`config.mk`:
```
export PLATFORM = sky130hd
export DESIGN_NAME = pps_ctrl
export DESIGN_NICKNAME = d
export VERILOG_FILES = /design/src/sv/pps_pkg.sv /design/src/sv/pps_ctrl.sv
export SDC_FILE = /design/constraint.sdc
export NUM_CORES = 1
export LEC_CHECK = 0
export BUFFER_PORTS_ARGS = -buffer_cell sky130_fd_sc_hd__buf_4
export CORE_MARGIN = 3
export CORE_UTILIZATION = 25
export DETAILED_ROUTE_END_ITERATION = 10
export MAX_ROUTING_LAYER = met4
export PLACE_DENSITY = 0.44
export SYNTH_ARGS = -nofsm -noshare
export SYNTH_HDL_FRONTEND = slang
export SYNTH_SLANG_ARGS = --single-unit
```
`constraint.sdc`:
```
create_clock -name clk -period 1.7 [get_ports clk]
set_input_delay 0.34 -clock clk [delete_from_list [all_inputs] [get_ports clk]]
set_output_delay 0.34 -clock clk [all_outputs]
set_load 0.01 [all_outputs]
```
`src/sv/pps_pkg.sv`:
```
`timescale 1ns / 1ps
// shared widths, codes and command/status types of the polygon plane split unit
package pps_pkg;

    // field and internal widths
    localparam int FW = 32;
    localparam int CW = 32;
    localparam int SW = 68;
    localparam int MW = FW + 2;
    localparam int PW = 2 * MW;
    localparam int LW = (SW + 2) / 3;
    localparam int DW = SW + CW + 1;
    localparam int QB = 40;
    localparam int QW = QB + 1;
    localparam int RW = SW + 1;
    localparam int FRAC_N = 30;
    localparam int CFG_IW = 2;

    localparam logic [FW-1:0] PLANE_C_RESET = 32'h4000_0000;
    localparam logic [QW-1:0] QLIM = QW'(1) << QB;

    // register indexes
    localparam logic [CFG_IW-1:0] REG_A = 2'd0;
    localparam logic [CFG_IW-1:0] REG_B = 2'd1;
    localparam logic [CFG_IW-1:0] REG_C = 2'd2;
    localparam logic [CFG_IW-1:0] REG_D = 2'd3;

    // vertex classes
    localparam logic [1:0] CLS_FRONT = 2'd0;
    localparam logic [1:0] CLS_BACK  = 2'd1;
    localparam logic [1:0] CLS_ON    = 2'd2;

    // datapath operations
    localparam logic [3:0] OP_NONE   = 4'd0;
    localparam logic [3:0] OP_LOAD   = 4'd1;
    localparam logic [3:0] OP_SUM    = 4'd2;
    localparam logic [3:0] OP_KEEP   = 4'd3;
    localparam logic [3:0] OP_SETUP1 = 4'd4;
    localparam logic [3:0] OP_SETUP2 = 4'd5;
    localparam logic [3:0] OP_DIFF   = 4'd6;
    localparam logic [3:0] OP_PMUL   = 4'd7;
    localparam logic [3:0] OP_DIVGO  = 4'd8;
    localparam logic [3:0] OP_QSIGN  = 4'd9;
    localparam logic [3:0] OP_FINISH = 4'd10;
    localparam logic [3:0] OP_EMIT   = 4'd11;
    localparam logic [3:0] OP_UPDATE = 4'd12;
    localparam logic [3:0] OP_CLOSE  = 4'd13;

    typedef struct packed {
        logic [3:0] op;
        logic [1:0] stp;
        logic [1:0] ci;
        logic       edge_sel;
        logic       use_other;
        logic       emit_cross;
        logic       emit_side;
        logic       emit_end;
    } pps_cmd_t;

    typedef struct packed {
        logic [1:0] cls;
        logic [1:0] prev_cls;
        logic [1:0] first_cls;
        logic       in_poly;
        logic       last;
        logic       den_zero;
        logic       div_done;
        logic       out_free;
    } pps_stat_t;

endpackage

```
`src/sv/pps_ctrl.sv`:
```
`timescale 1ns / 1ps
// controller: sequences classification, crossing computation and emission per vertex
module pps_ctrl (
    input  logic               clk,
    input  logic               rst_n,
    input  logic               in_valid,
    output logic               in_stall,
    input  pps_pkg::pps_stat_t stat,
    output pps_pkg::pps_cmd_t  cmd
);

    localparam logic [4:0] S_IDLE  = 5'd0;
    localparam logic [4:0] S_SUMV  = 5'd1;
    localparam logic [4:0] S_KEEP  = 5'd2;
    localparam logic [4:0] S_EDGE  = 5'd3;
    localparam logic [4:0] S_SUMO  = 5'd4;
    localparam logic [4:0] S_SET1  = 5'd5;
    localparam logic [4:0] S_SET2  = 5'd6;
    localparam logic [4:0] S_DIFF  = 5'd7;
    localparam logic [4:0] S_PMUL  = 5'd8;
    localparam logic [4:0] S_DIVGO = 5'd9;
    localparam logic [4:0] S_DIVW  = 5'd10;
    localparam logic [4:0] S_QSGN  = 5'd11;
    localparam logic [4:0] S_FIN   = 5'd12;
    localparam logic [4:0] S_EMXF  = 5'd13;
    localparam logic [4:0] S_EMXB  = 5'd14;
    localparam logic [4:0] S_UPD   = 5'd15;
    localparam logic [4:0] S_CCHK  = 5'd16;
    localparam logic [4:0] S_EMV1  = 5'd17;
    localparam logic [4:0] S_EMV2  = 5'd18;
    localparam logic [4:0] S_CLOSE = 5'd19;

    logic [4:0] state_reg, state_next;
    logic [1:0] stp_reg, stp_next;
    logic [1:0] ci_reg, ci_next;
    logic       edge_sel_reg, edge_sel_next;
    logic       close_go_reg, close_go_next;

    // ends strictly on opposite sides
    function automatic logic opposite(input logic [1:0] p, input logic [1:0] q);
        return (p != pps_pkg::CLS_ON) && (q != pps_pkg::CLS_ON) && (p != q);
    endfunction

    // next state and commands
    always_comb
    begin
        state_next    = state_reg;
        stp_next      = stp_reg;
        ci_next       = ci_reg;
        edge_sel_next = edge_sel_reg;
        close_go_next = close_go_reg;
        cmd           = '0;
        cmd.op        = pps_pkg::OP_NONE;
        cmd.stp       = stp_reg;
        cmd.ci        = ci_reg;
        cmd.edge_sel  = edge_sel_reg;
        in_stall      = (state_reg != S_IDLE);
        case (state_reg)
            S_IDLE:
            begin
                if (in_valid)
                begin
                    cmd.op        = pps_pkg::OP_LOAD;
                    state_next    = S_SUMV;
                    stp_next      = 2'd0;
                    close_go_next = 1'b0;
                end
            end
            S_SUMV:
            begin
                cmd.op   = pps_pkg::OP_SUM;
                stp_next = stp_reg + 2'd1;
                if (stp_reg == 2'd3)
                    state_next = S_KEEP;
            end
            S_KEEP:
            begin
                cmd.op     = pps_pkg::OP_KEEP;
                state_next = S_EDGE;
            end
            S_EDGE:
            begin
                if (stat.in_poly && opposite(stat.cls, stat.prev_cls))
                begin
                    edge_sel_next = 1'b0;
                    state_next    = S_SUMO;
                end
                else
                    state_next = S_UPD;
            end
            S_SUMO:
            begin
                cmd.op        = pps_pkg::OP_SUM;
                cmd.use_other = 1'b1;
                stp_next      = stp_reg + 2'd1;
                if (stp_reg == 2'd3)
                    state_next = S_SET1;
            end
            S_SET1:
            begin
                cmd.op     = pps_pkg::OP_SETUP1;
                state_next = S_SET2;
            end
            S_SET2:
            begin
                cmd.op = pps_pkg::OP_SETUP2;
                if (edge_sel_reg)
                begin
                    close_go_next = !stat.den_zero;
                    state_next    = S_EMV1;
                end
                else if (stat.den_zero)
                    state_next = S_UPD;
                else
                begin
                    ci_next    = 2'd0;
                    state_next = S_DIFF;
                end
            end
            S_DIFF:
            begin
                cmd.op     = pps_pkg::OP_DIFF;
                stp_next   = 2'd0;
                state_next = S_PMUL;
            end
            S_PMUL:
            begin
                cmd.op   = pps_pkg::OP_PMUL;
                stp_next = stp_reg + 2'd1;
                if (stp_reg == 2'd3)
                    state_next = S_DIVGO;
            end
            S_DIVGO:
            begin
                cmd.op     = pps_pkg::OP_DIVGO;
                state_next = S_DIVW;
            end
            S_DIVW:
            begin
                if (stat.div_done)
                    state_next = S_QSGN;
            end
            S_QSGN:
            begin
                cmd.op     = pps_pkg::OP_QSIGN;
                state_next = S_FIN;
            end
            S_FIN:
            begin
                cmd.op = pps_pkg::OP_FINISH;
                if (ci_reg == 2'd2)
                    state_next = S_EMXF;
                else
                begin
                    ci_next    = ci_reg + 2'd1;
                    state_next = S_DIFF;
                end
            end
            S_EMXF:
            begin
                cmd.op         = pps_pkg::OP_EMIT;
                cmd.emit_cross = 1'b1;
                if (stat.out_free)
                    state_next = S_EMXB;
            end
            S_EMXB:
            begin
                cmd.op         = pps_pkg::OP_EMIT;
                cmd.emit_cross = 1'b1;
                cmd.emit_side  = 1'b1;
                cmd.emit_end   = edge_sel_reg;
                if (stat.out_free)
                    state_next = edge_sel_reg ? S_CLOSE : S_UPD;
            end
            S_UPD:
            begin
                cmd.op     = pps_pkg::OP_UPDATE;
                state_next = S_CCHK;
            end
            S_CCHK:
            begin
                if (stat.last && opposite(stat.cls, stat.first_cls))
                begin
                    edge_sel_next = 1'b1;
                    state_next    = S_SUMO;
                end
                else
                    state_next = S_EMV1;
            end
            S_EMV1:
            begin
                cmd.op        = pps_pkg::OP_EMIT;
                cmd.emit_side = (stat.cls == pps_pkg::CLS_BACK);
                cmd.emit_end  = stat.last && (stat.cls != pps_pkg::CLS_ON) && !close_go_reg;
                if (stat.out_free)
                begin
                    if (stat.cls == pps_pkg::CLS_ON)
                        state_next = S_EMV2;
                    else if (close_go_reg)
                    begin
                        ci_next    = 2'd0;
                        state_next = S_DIFF;
                    end
                    else
                        state_next = S_CLOSE;
                end
            end
            S_EMV2:
            begin
                cmd.op        = pps_pkg::OP_EMIT;
                cmd.emit_side = 1'b1;
                cmd.emit_end  = stat.last;
                if (stat.out_free)
                    state_next = S_CLOSE;
            end
            S_CLOSE:
            begin
                cmd.op     = pps_pkg::OP_CLOSE;
                state_next = S_IDLE;
            end
            default:
                state_next = S_IDLE;
        endcase
    end

    // state registers
    always_ff @(posedge clk or negedge rst_n)
    begin
        if (!rst_n)
        begin
            state_reg    <= S_IDLE;
            stp_reg      <= 2'd0;
            ci_reg       <= 2'd0;
            edge_sel_reg <= 1'b0;
            close_go_reg <= 1'b0;
        end
        else
        begin
            state_reg    <= state_next;
            stp_reg      <= stp_next;
            ci_reg       <= ci_next;
            edge_sel_reg <= edge_sel_next;
            close_go_reg <= close_go_next;
        end
    end

    // checks
    a_accept_starts_sum: assert property (@(posedge clk) disable iff (!rst_n)
        (in_valid && !in_stall) |=> (state_reg == S_SUMV && stp_reg == 2'd0))
        else $error("accepted transaction did not start classification");

    a_close_only_closing: assert property (@(posedge clk) disable iff (!rst_n)
        close_go_reg |-> edge_sel_reg)
        else $error("closing crossing flagged on the wrong edge");

    a_second_copy_on_plane: assert property (@(posedge clk) disable iff (!rst_n)
        (state_reg == S_EMV2) |-> (stat.cls == pps_pkg::CLS_ON))
        else $error("second vertex copy for a vertex off the plane");

    a_coord_index: assert property (@(posedge clk) disable iff (!rst_n)
        ci_reg != 2'd3)
        else $error("coordinate index out of range");

endmodule

```
==> results.yml, run 1 <==
global_route:
  grt_pass1_vias: 1634
  grt_max_degree: 12
  grt_overflow_total: 0
  grt_usage: 0.174
  antenna_found_initial: 0
  grt_pass1_wl_microns: 8010
final_layout:
  drive_gt1_frac: 0.538
  final_util: 0.476
  syn_to_final_growth_pct: 82.2
  antennaDiodeCount: 0
  final_common_cell: "buf_4"
  largest_reg_flops: 5
  most-common-layout-cells: "buf_4, buf_6, nand2_1, nor2_1, o21ai_1"
  final_area_sq_mm: 0.00228
  nNetsFinal: 264
  final.fill_count: 477
critical_path:
  reg2reg_depth: 7
  cp_top_family: "flip-flops"
  r2r_end: "ci_reg[1]"
  r2r-start: "state_reg[4]"
  critPathMaxFanout: 7
  cp_slowest_stage_delay_ns: 0.47
  cp.arrival_ns: 1.61
  r2r_setup_slack_ns: -0.18
  worstPathCellList: "buf_12 > nor3b_4 > nand2_2 > o32ai_2 > buf_4"
  cp_slowest_cell: "dfrtp_2"
  endpoint_kind: "output pin"
  crit_type: "reg2out"
  worstSetupStartpointType: "flip-flop"
  cp.required_ns: 1.36
  path_buf_inv: 2
clock_network:
  cts_buffers: 3
  clock_path_buffers: 2
  insertion_delay_ns: 0.25
  clk_pin_slew_worst_paths_ns: 0.06
  clock-root-buffer: "clkbuf_8"
  htree_levels: 1
  clkSinkCount: 11
  cts_tree: "built"
detailed_routing:
  drcViolationCount: 0
  wl_microns: 5170
  vias_per_cell: 5.11
  vias: 1606
  ant_nets: 0
  drtIter0Drc: 71
  drt_first_pass_iters: 4
  routedWlPerCell_microns: 16.5
floorplanning:
  die_y_microns: 76.7
  fp-row-count: 25
  die_area_sq_mm: 0.00589
  die_x_microns: 76.7
  ioPinCount: 28
  coreArea_sq_mm: 0.00479
  initial_utilization: 0.261
sta:
  worst_slew_pin_slew_ns: 0.350
  slew_viol_final: 0
  fin_skew_ns: 0.00550
  period_share: 1.15
  slew_headroom: 0.761
  rsz0062_at_grt: "yes"
  setup_violations: 16
  post-route-worst-setup-slack_ns: -0.249
  max_freq_ghz: 0.513
  fin_crit_ns: 1.95
  hold_viol: 0
  tns_ns: -2.58
placed_design:
  placed_area_sq_mm: 0.00183
  place_ws_ns: -0.124
  post-dp-hpwl_microns: 3660
  port-buffer-count: 27
  gp_congestion: 0.866
flow_run:
  drv_cap: 0
yosys:
  ys_types: 54
  ys_warn_count: 0
  syn_area_per_cell_sq_um: 7.40
  synth-edff-count: 0
  synth_flop_cell: "dfrtp_1"
  synth_area_sq_mm: 0.00125
  async_reset_ff_frac: 1.00
  synth_cells: 169
  ys_seq_area_frac: 0.220
  ys_ff_latch: 11
  syn_nets: 185
power:
  max-vdd-ir-drop_v: 0.000718
  fin_total_pwr_w: 0.00480
  cellLeakagePower_nw: 1.02
  power_density_mw_per_mm2: 2110
outcome:
  outcome: "complete, but fails checks"
  violations: "negative setup slack"
hold_path:
  hp-class: "in2reg"
  whs_path_depth: 2
  hold_end: "close_go_reg"
  hp-start: "stat[2]"
[worst register-to-register path, stage by stage (launching register included)]
cell and delay, ns:
dfrtp_2 0.47, buf_6 0.15, buf_4 0.14, buf_4 0.15, nor3b_4 0.19, nand2_1 0.09, a22o_1 0.25, mux2_4 0.31
[final cells by class]
| type | instances | area [sq um] | area share |
|---|---|---|---|
| clock buffers | 3 | 41.3 | 0.0181 |
| clock inverters | 1 | 5.00 | 0.00220 |
| inverters | 6 | 22.5 | 0.00988 |
| multi-input cells | 138 | 1090 | 0.478 |
| flip-flops and latches | 11 | 282 | 0.123 |
| well taps | 67 | 83.8 | 0.0368 |
| repair buffers | 88 | 756 | 0.332 |
[per-layer routing]
| metal | part of all wire | track usage | vias to the layer above |
|---|---|---|---|
| met5 | 0 | - | - |
| met4 | 0.019 | 0.0743 | 0 |
| met3 | 0.045 | 0.0235 | 10 |
| met2 | 0.50 | 0.293 | 56 |
| met1 | 0.43 | 0.209 | 772 |
| li1 | - | - | 768 |
[synth_stat cells, types with 3 or more instances]
master,instances,area [sq um]
a21oi_1,7,35.0
a31oi_1,3,18.8
buf_2,8,40.0
dfrtp_1,11,275
inv_1,6,22.5
mux2i_1,4,40.0
nand2_1,18,67.6
nand2b_1,7,43.8
nand3_1,3,15.0
nand4_1,3,18.8
nor2_1,14,52.6
nor2b_1,7,43.8
nor3_1,8,40.0
o21ai_0,15,75.1
o22ai_1,4,25.0
xor2_1,3,26.3
[cells by family after synthesis]
kind of cell             after synthesis  share of synthesized area
XOR/XNOR                               5                     0.0350
AO/OA/AOI/OAI                         52                      0.280
adder cells (fa/ha/maj)                2                     0.0200
flip-flops                            11                      0.220
buffers and inverters                 20                     0.0800
multiplexers                           8                     0.0680
AND/OR/NAND/NOR                       71                      0.297
[repair_timing]
action,CTS,global route
pin swaps,15,11
gates resized for setup,51,20
endpoints found under the setup margin,16,18
hold buffers,1,0
endpoints found under the hold margin,11,0
buffers inserted,14,3
[worst max-delay path by stage]
stage | slack (ns) | from | end | depth (start not counted)
finish | -0.25 | state_reg[2] | cmd[0] | 5
global placement | -0.12 | state_reg[4] | ci_reg[1] | 5
global route | -0.31 | state_reg[2] | cmd[0] | 6
floorplan | -0.01 | state_reg[2] | cmd[0] | 4
detailed placement | -0.12 | state_reg[4] | ci_reg[1] | 5
CTS | -0.21 | state_reg[2] | cmd[0] | 5
[where the power goes]
| part | switching, W | internal (W) |
|---|---|---|
| combinational | 0.00183 | 0.00209 |
| clock | 0.000119 | 0.000162 |
| sequential | 0.000213 | 0.000392 |
| total | 0.00216 | 0.00264 |
[per-stage QoR]
stage          std cells  hold WS [ns]
6_report             314         0.294
5_1_grt              314         0.297
4_1_cts              311         0.297
3_5_place_dp         292         0.190
3_3_place_gp         292         0.189
2_1_floorplan        169        0.0444
(Power assumes the default switching activity.)
==> run 2, diff against run 1 <==
==> constraint.sdc (replaced) <==
create_clock -name clk -period 1.7 [get_ports clk]
set_input_delay 0.255 -clock clk [delete_from_list [all_inputs] [get_ports clk]]
set_output_delay 0.255 -clock clk [all_outputs]
set_load 0.01 [all_outputs]
==> run 2 against run 1 <==
The run still ends with negative setup slack left. Combinational power is 4% higher. Critical path depth is 1 higher. Die area stayed put. Sequential power is 6.6% lower. Sequential cell count stayed put. Register-to-register slack better by 0.09 ns. Core utilization is 0.58 points higher. Power is 2.6% higher. Sequential share of layout area is 0.15 points lower.
==> results.yml, run 2 (same netlist as run 1, synthesis figures left out) <==
outcome:
  outcome: "complete, but fails checks"
  violations: "negative setup slack"
detailed_routing:
  drtIter0Drc: 92
  wl_microns: 5230
  vias: 1600
  vias_per_cell: 4.98
  drt_first_pass_iters: 4
  drcViolationCount: 0
  routedWlPerCell_microns: 16.3
  ant_nets: 0
final_layout:
  drive_gt1_frac: 0.579
  final_common_cell: "buf_4"
  most-common-layout-cells: "buf_4, nand2_1, buf_6, nor2_1, o21ai_0"
  final_cells: 321
  nNetsFinal: 271
  largest_reg_flops: 5
  syn_to_final_growth_pct: 84.4
  antennaDiodeCount: 0
  final.fill_count: 463
  final_area_sq_mm: 0.00231
floorplanning:
  ioPinCount: 28
  coreArea_sq_mm: 0.00479
  die_x_microns: 76.7
  die_area_sq_mm: 0.00589
  die_y_microns: 76.7
  fp-row-count: 25
  initial_utilization: 0.261
sta:
  max_freq_ghz: 0.539
  worst_slew_pin_slew_ns: 0.401
  setup_violations: 14
  post-route-worst-setup-slack_ns: -0.156
  fin_skew_ns: 0.00341
  fin_crit_ns: 1.86
  slew_viol_final: 0
  period_share: 1.09
  hold_viol: 0
  slew_headroom: 0.725
  rsz0062_at_grt: "yes"
global_route:
  antenna_found_initial: 0
  grt_max_degree: 13
  grt_usage: 0.183
  grt_pass1_vias: 1634
  grt_pass1_wl_microns: 8420
  grt_overflow_total: 0
critical_path:
  cp.arrival_ns: 1.60
  critPathMaxFanout: 4
  worstSetupStartpointType: "flip-flop"
  crit_type: "reg2out"
  cp_top_family: "simple AND/OR/NAND/NOR gates"
  worstPathCellList: "buf_6 > nor2b_1 > a21oi_1 > or3_1 > o21ai_1 > buf_4"
  endpoint_kind: "output pin"
  path_buf_inv: 2
  cp.required_ns: 1.44
  cp_slowest_cell: "dfrtp_2"
  cp_slowest_stage_delay_ns: 0.44
clock_network:
  clkSinkCount: 11
  cts_tree: "built"
  cts_buffers: 3
  clock-root-buffer: "clkbuf_8"
  htree_levels: 1
  clock_path_buffers: 2
  clk_pin_slew_worst_paths_ns: 0.06
  insertion_delay_ns: 0.24
placed_design:
  gp_congestion: 0.845
  dp_cells: 293
  port-buffer-count: 27
  post-dp-hpwl_microns: 3800
  placed_area_sq_mm: 0.00180
power:
  fin_total_pwr_w: 0.00493
  power_density_mw_per_mm2: 2140
  max-vdd-ir-drop_v: 0.000730
  cellLeakagePower_nw: 1.02
flow_run:
  drv_cap: 0
hold_path:
  hp-class: "in2reg"
==> run 2: changes by cell type in the layout (fill, tap and decap cells not counted), moves of 3 or more <==
cell,delta
buf_4,+11
buf_6,-4
inv_1,-3
o21ai_1,-3
==> run 2: per-stage QoR <==
step / utilization / setup WS, ns / TNS (ns) / hold slack, ns
2_1_floorplan: - / 0.0147 / 0 / -0.0406
3_3_place_gp: 0.376 / -0.207 / -1.33 / 0.113
3_5_place_dp: 0.376 / -0.136 / -0.953 / 0.108
4_1_cts: 0.443 / -0.159 / -1.15 / 0.199
5_1_grt: 0.482 / -0.218 / -2.40 / 0.211
6_report: 0.482 / -0.156 / -1.20 / 0.204
==> run 2: final timing paths <==
| check | startpoint | to | slack (ns) | cells after the start |
|---|---|---|---|---|
| setup / recovery | state_reg[0] | cmd[9] | -0.16 | 6 |
| hold / removal | stat[2] | close_go_reg | 0.20 | 2 |
| setup reg to reg | state_reg[0] | state_reg[3] | -0.09 | 8 |
| hold reg to reg | stp_reg[0] | stp_reg[0] | 0.54 | 1 |
| max in group asynchronous | rst_n | state_reg[4] | 1.14 | 2 |
| min in group asynchronous | rst_n | edge_sel_reg | 0.38 | 2 |
==> run 2: worst reg2reg max path, delay by kind of cell (launching register included) <==
kind	cells	cell delay (ns)
buffers and inverters	4	0.56
flip-flops	1	0.41
multiplexers	2	0.39
AO/OA/AOI/OAI	2	0.31
==> run 2: cell type report <==
class / instances / area [sq um] / share of cell area
tap: 67 / 83.8 / 0.0363
inverter: 6 / 30.0 / 0.0130
multi-input combinational: 138 / 1090 / 0.473
sequential: 11 / 282 / 0.122
clock buffer: 3 / 41.3 / 0.0179
clock inverter: 1 / 5.00 / 0.00217
timing repair buffer: 95 / 773 / 0.335
==> run 2: power by group <==
part / total (W) / switching, W / internal, W / leakage, nW
sequential: 0.000565 / 0.000172 / 0.000393 / 0.136
combinational: 0.00409 / 0.00191 / 0.00218 / 0.855
clock: 0.000273 / 0.000111 / 0.000162 / 0.0255
total: 0.00493 / 0.00219 / 0.00274 / 1.02
==> run 2: repair_timing <==
item                                    4_1_cts  5_1_grt
resized for setup                            46       30
pin swaps                                    18       16
endpoints found under the hold margin        11        0
endpoints found under the setup margin       18       18
hold buffers                                  1        0
buffers inserted                             14        9
gates cloned                                  1        0
==> run 2: routing by layer <==
metal,global-route usage,part of all wire
met2,0.329,0.52
met4,0.0254,0.010
met3,0.0164,0.024
met1,0.226,0.45
met5,-,0
==> run 3, diff against run 2 <==
--- a/config.mk
+++ b/config.mk
@@ -5,12 +5,14 @@
 export SDC_FILE = /design/constraint.sdc
 export NUM_CORES = 1
 export LEC_CHECK = 0
+export ABC_CLOCK_PERIOD_IN_PS = 2150
 export BUFFER_PORTS_ARGS = -buffer_cell sky130_fd_sc_hd__buf_4
 export CORE_MARGIN = 3
 export CORE_UTILIZATION = 25
+export CTS_BUF_LIST = sky130_fd_sc_hd__clkbuf_4
 export DETAILED_ROUTE_END_ITERATION = 10
 export MAX_ROUTING_LAYER = met4
-export PLACE_DENSITY = 0.44
+export PLACE_DENSITY = 0.42
 export SYNTH_ARGS = -nofsm -noshare
 export SYNTH_HDL_FRONTEND = slang
 export SYNTH_SLANG_ARGS = --single-unit
==> constraint.sdc (replaced) <==
create_clock -name clk -period 2.15 [get_ports clk]
set_input_delay 0.3225 -clock clk [delete_from_list [all_inputs] [get_ports clk]]
set_output_delay 0.3225 -clock clk [all_outputs]
set_load 0.01 [all_outputs]
==> run 3 against run 2 <==
Largest cell class unchanged. Critical path depth is 1 lower. Cell count is 13% lower. Critical endpoint unchanged. Sequential cell count did not move. The flow now finishes without violations. First-iteration DRC count down 3.3%. Worst setup slack improved by 0.29 ns. Global-route usage down 3.2 points.
==> results.yml, run 3 (same netlist as run 1, synthesis figures left out) <==
critical_path:
  cp.required_ns: 1.83
  cp_slowest_cell: "dfrtp_2"
  r2r-start: "state_reg[4]"
  critPathMaxFanout: 8
  r2r_setup_slack_ns: 0.29
  worstSetupStartpointType: "flip-flop"
  endpoint_kind: "output pin"
  cp_slowest_stage_delay_ns: 0.48
  crit_type: "reg2out"
  cp.arrival_ns: 1.70
  worstPathCellList: "or2_2 > nor3_2 > a221oi_1 > o21ai_0 > buf_4"
  reg2reg_depth: 6
  r2r_end: "ci_reg[1]"
power:
  power_density_mw_per_mm2: 1570
  cellLeakagePower_nw: 0.737
  max-vdd-ir-drop_v: 0.000465
  fin_total_pwr_w: 0.00268
placed_design:
  port-buffer-count: 27
  gp_congestion: 0.911
  dp_cells: 266
  placed_area_sq_mm: 0.00159
  post-dp-hpwl_microns: 3340
  place_ws_ns: 0.0911
sta:
  slew_headroom: 0.728
  slew_viol_final: 0
  tns_ns: 0
  fin_crit_ns: 2.02
  setup_violations: 0
  period_share: 0.939
  rsz0062_at_grt: "no"
  fin_skew_ns: 0.00576
  hold_viol: 0
  post-route-worst-setup-slack_ns: 0.132
  worst_slew_pin_slew_ns: 0.397
  max_freq_ghz: 0.495
detailed_routing:
  vias_per_cell: 4.99
  drtIter0Drc: 89
  wl_microns: 4320
  ant_nets: 0
  drt_first_pass_iters: 4
  vias: 1393
  drcViolationCount: 0
  routedWlPerCell_microns: 15.5
clock_network:
  cts_tree: "built"
  clock_path_buffers: 2
  cts_buffers: 3
  insertion_delay_ns: 0.27
  clock-root-buffer: "clkbuf_4"
  clkSinkCount: 11
  clk_pin_slew_worst_paths_ns: 0.08
  htree_levels: 1
final_layout:
  antennaDiodeCount: 0
  largest_reg_flops: 5
  final_area_sq_mm: 0.00170
  final.fill_count: 500
  nNetsFinal: 229
  final_cells: 279
  syn_to_final_growth_pct: 36.1
  drive_gt1_frac: 0.340
  most-common-layout-cells: "buf_4, nand2_1, o21ai_0, nor2_1"
  final_common_cell: "buf_4"
global_route:
  grt_pass1_wl_microns: 7070
  antenna_found_initial: 0
  grt_overflow_total: 0
  grt_pass1_vias: 1383
  grt_max_degree: 15
  grt_usage: 0.151
flow_run:
  drv_cap: 0
floorplanning:
  ioPinCount: 28
  initial_utilization: 0.261
  fp-row-count: 25
  die_x_microns: 76.7
  coreArea_sq_mm: 0.00479
  die_area_sq_mm: 0.00589
  die_y_microns: 76.7
hold_path:
  hp-start: "stat[2]"
  whs_path_depth: 2
  hold_end: "close_go_reg"
  hp-class: "in2reg"
outcome:
  outcome: "complete, no violations"
run 3: how the worst max path moves through the flow:
stage                       startpoint      endpoint  slack, ns
final                     state_reg[1]        cmd[9]       0.13
after global routing      state_reg[3]        cmd[9]    0.00009
after CTS                 state_reg[2]        cmd[0]       0.02
after detailed placement  state_reg[1]  state_reg[3]       0.09
after global placement    state_reg[1]  state_reg[3]       0.05
after floorplan           state_reg[0]        cmd[9]       0.34
run 3: layout make-up:
| cell class | count | area [sq um] | area share |
|---|---|---|---|
| clock buffers | 3 | 22.5 | 0.0132 |
| clock inverters | 1 | 5.00 | 0.00294 |
| inverters | 6 | 22.5 | 0.0132 |
| multi-input cells | 138 | 887 | 0.521 |
| flip-flops and latches | 11 | 282 | 0.165 |
| well taps | 67 | 83.8 | 0.0492 |
| repair buffers | 53 | 400 | 0.235 |
run 3: repair_timing:
action,in CTS,in global routing
gates resized for setup,2,7
setup buffers,2,6
endpoints found under the setup margin,2,7
endpoints found under the hold margin,11,0
hold buffers,1,0
run 3: worst max-delay path: cells and delay by family, from the launching register on:
family | cells | cell delay [ns]
AOI/OAI and AO/OA | 2 | 0.24
buffers and inverters | 1 | 0.15
and+or+nand+nor | 2 | 0.56
DFF | 1 | 0.48
run 3: metrics by stage:
stage | hold slack (ns) | util
CTS | 0.253 | 0.343
floorplan | 0.0269 | -
global placement | 0.166 | 0.332
detailed placement | 0.175 | 0.332
global route | 0.244 | 0.356
finish | 0.259 | 0.356
run 3: metal layers:
metal | vias to the layer above | share of wire | global-route usage
met1 | 645 | 0.47 | 0.199
met4 | 0 | 0.010 | 0.0272
met3 | 6 | 0.045 | 0.0246
li1 | 697 | - | -
met5 | - | 0 | -
met2 | 45 | 0.48 | 0.245
run 3: power by group:
part / switching, W / internal [W] / total, W
registers: 0.000158 / 0.000309 / 0.000467
clock network: 0.0000755 / 0.0000687 / 0.000144
logic: 0.00108 / 0.000991 / 0.00207
total: 0.00131 / 0.00137 / 0.00268
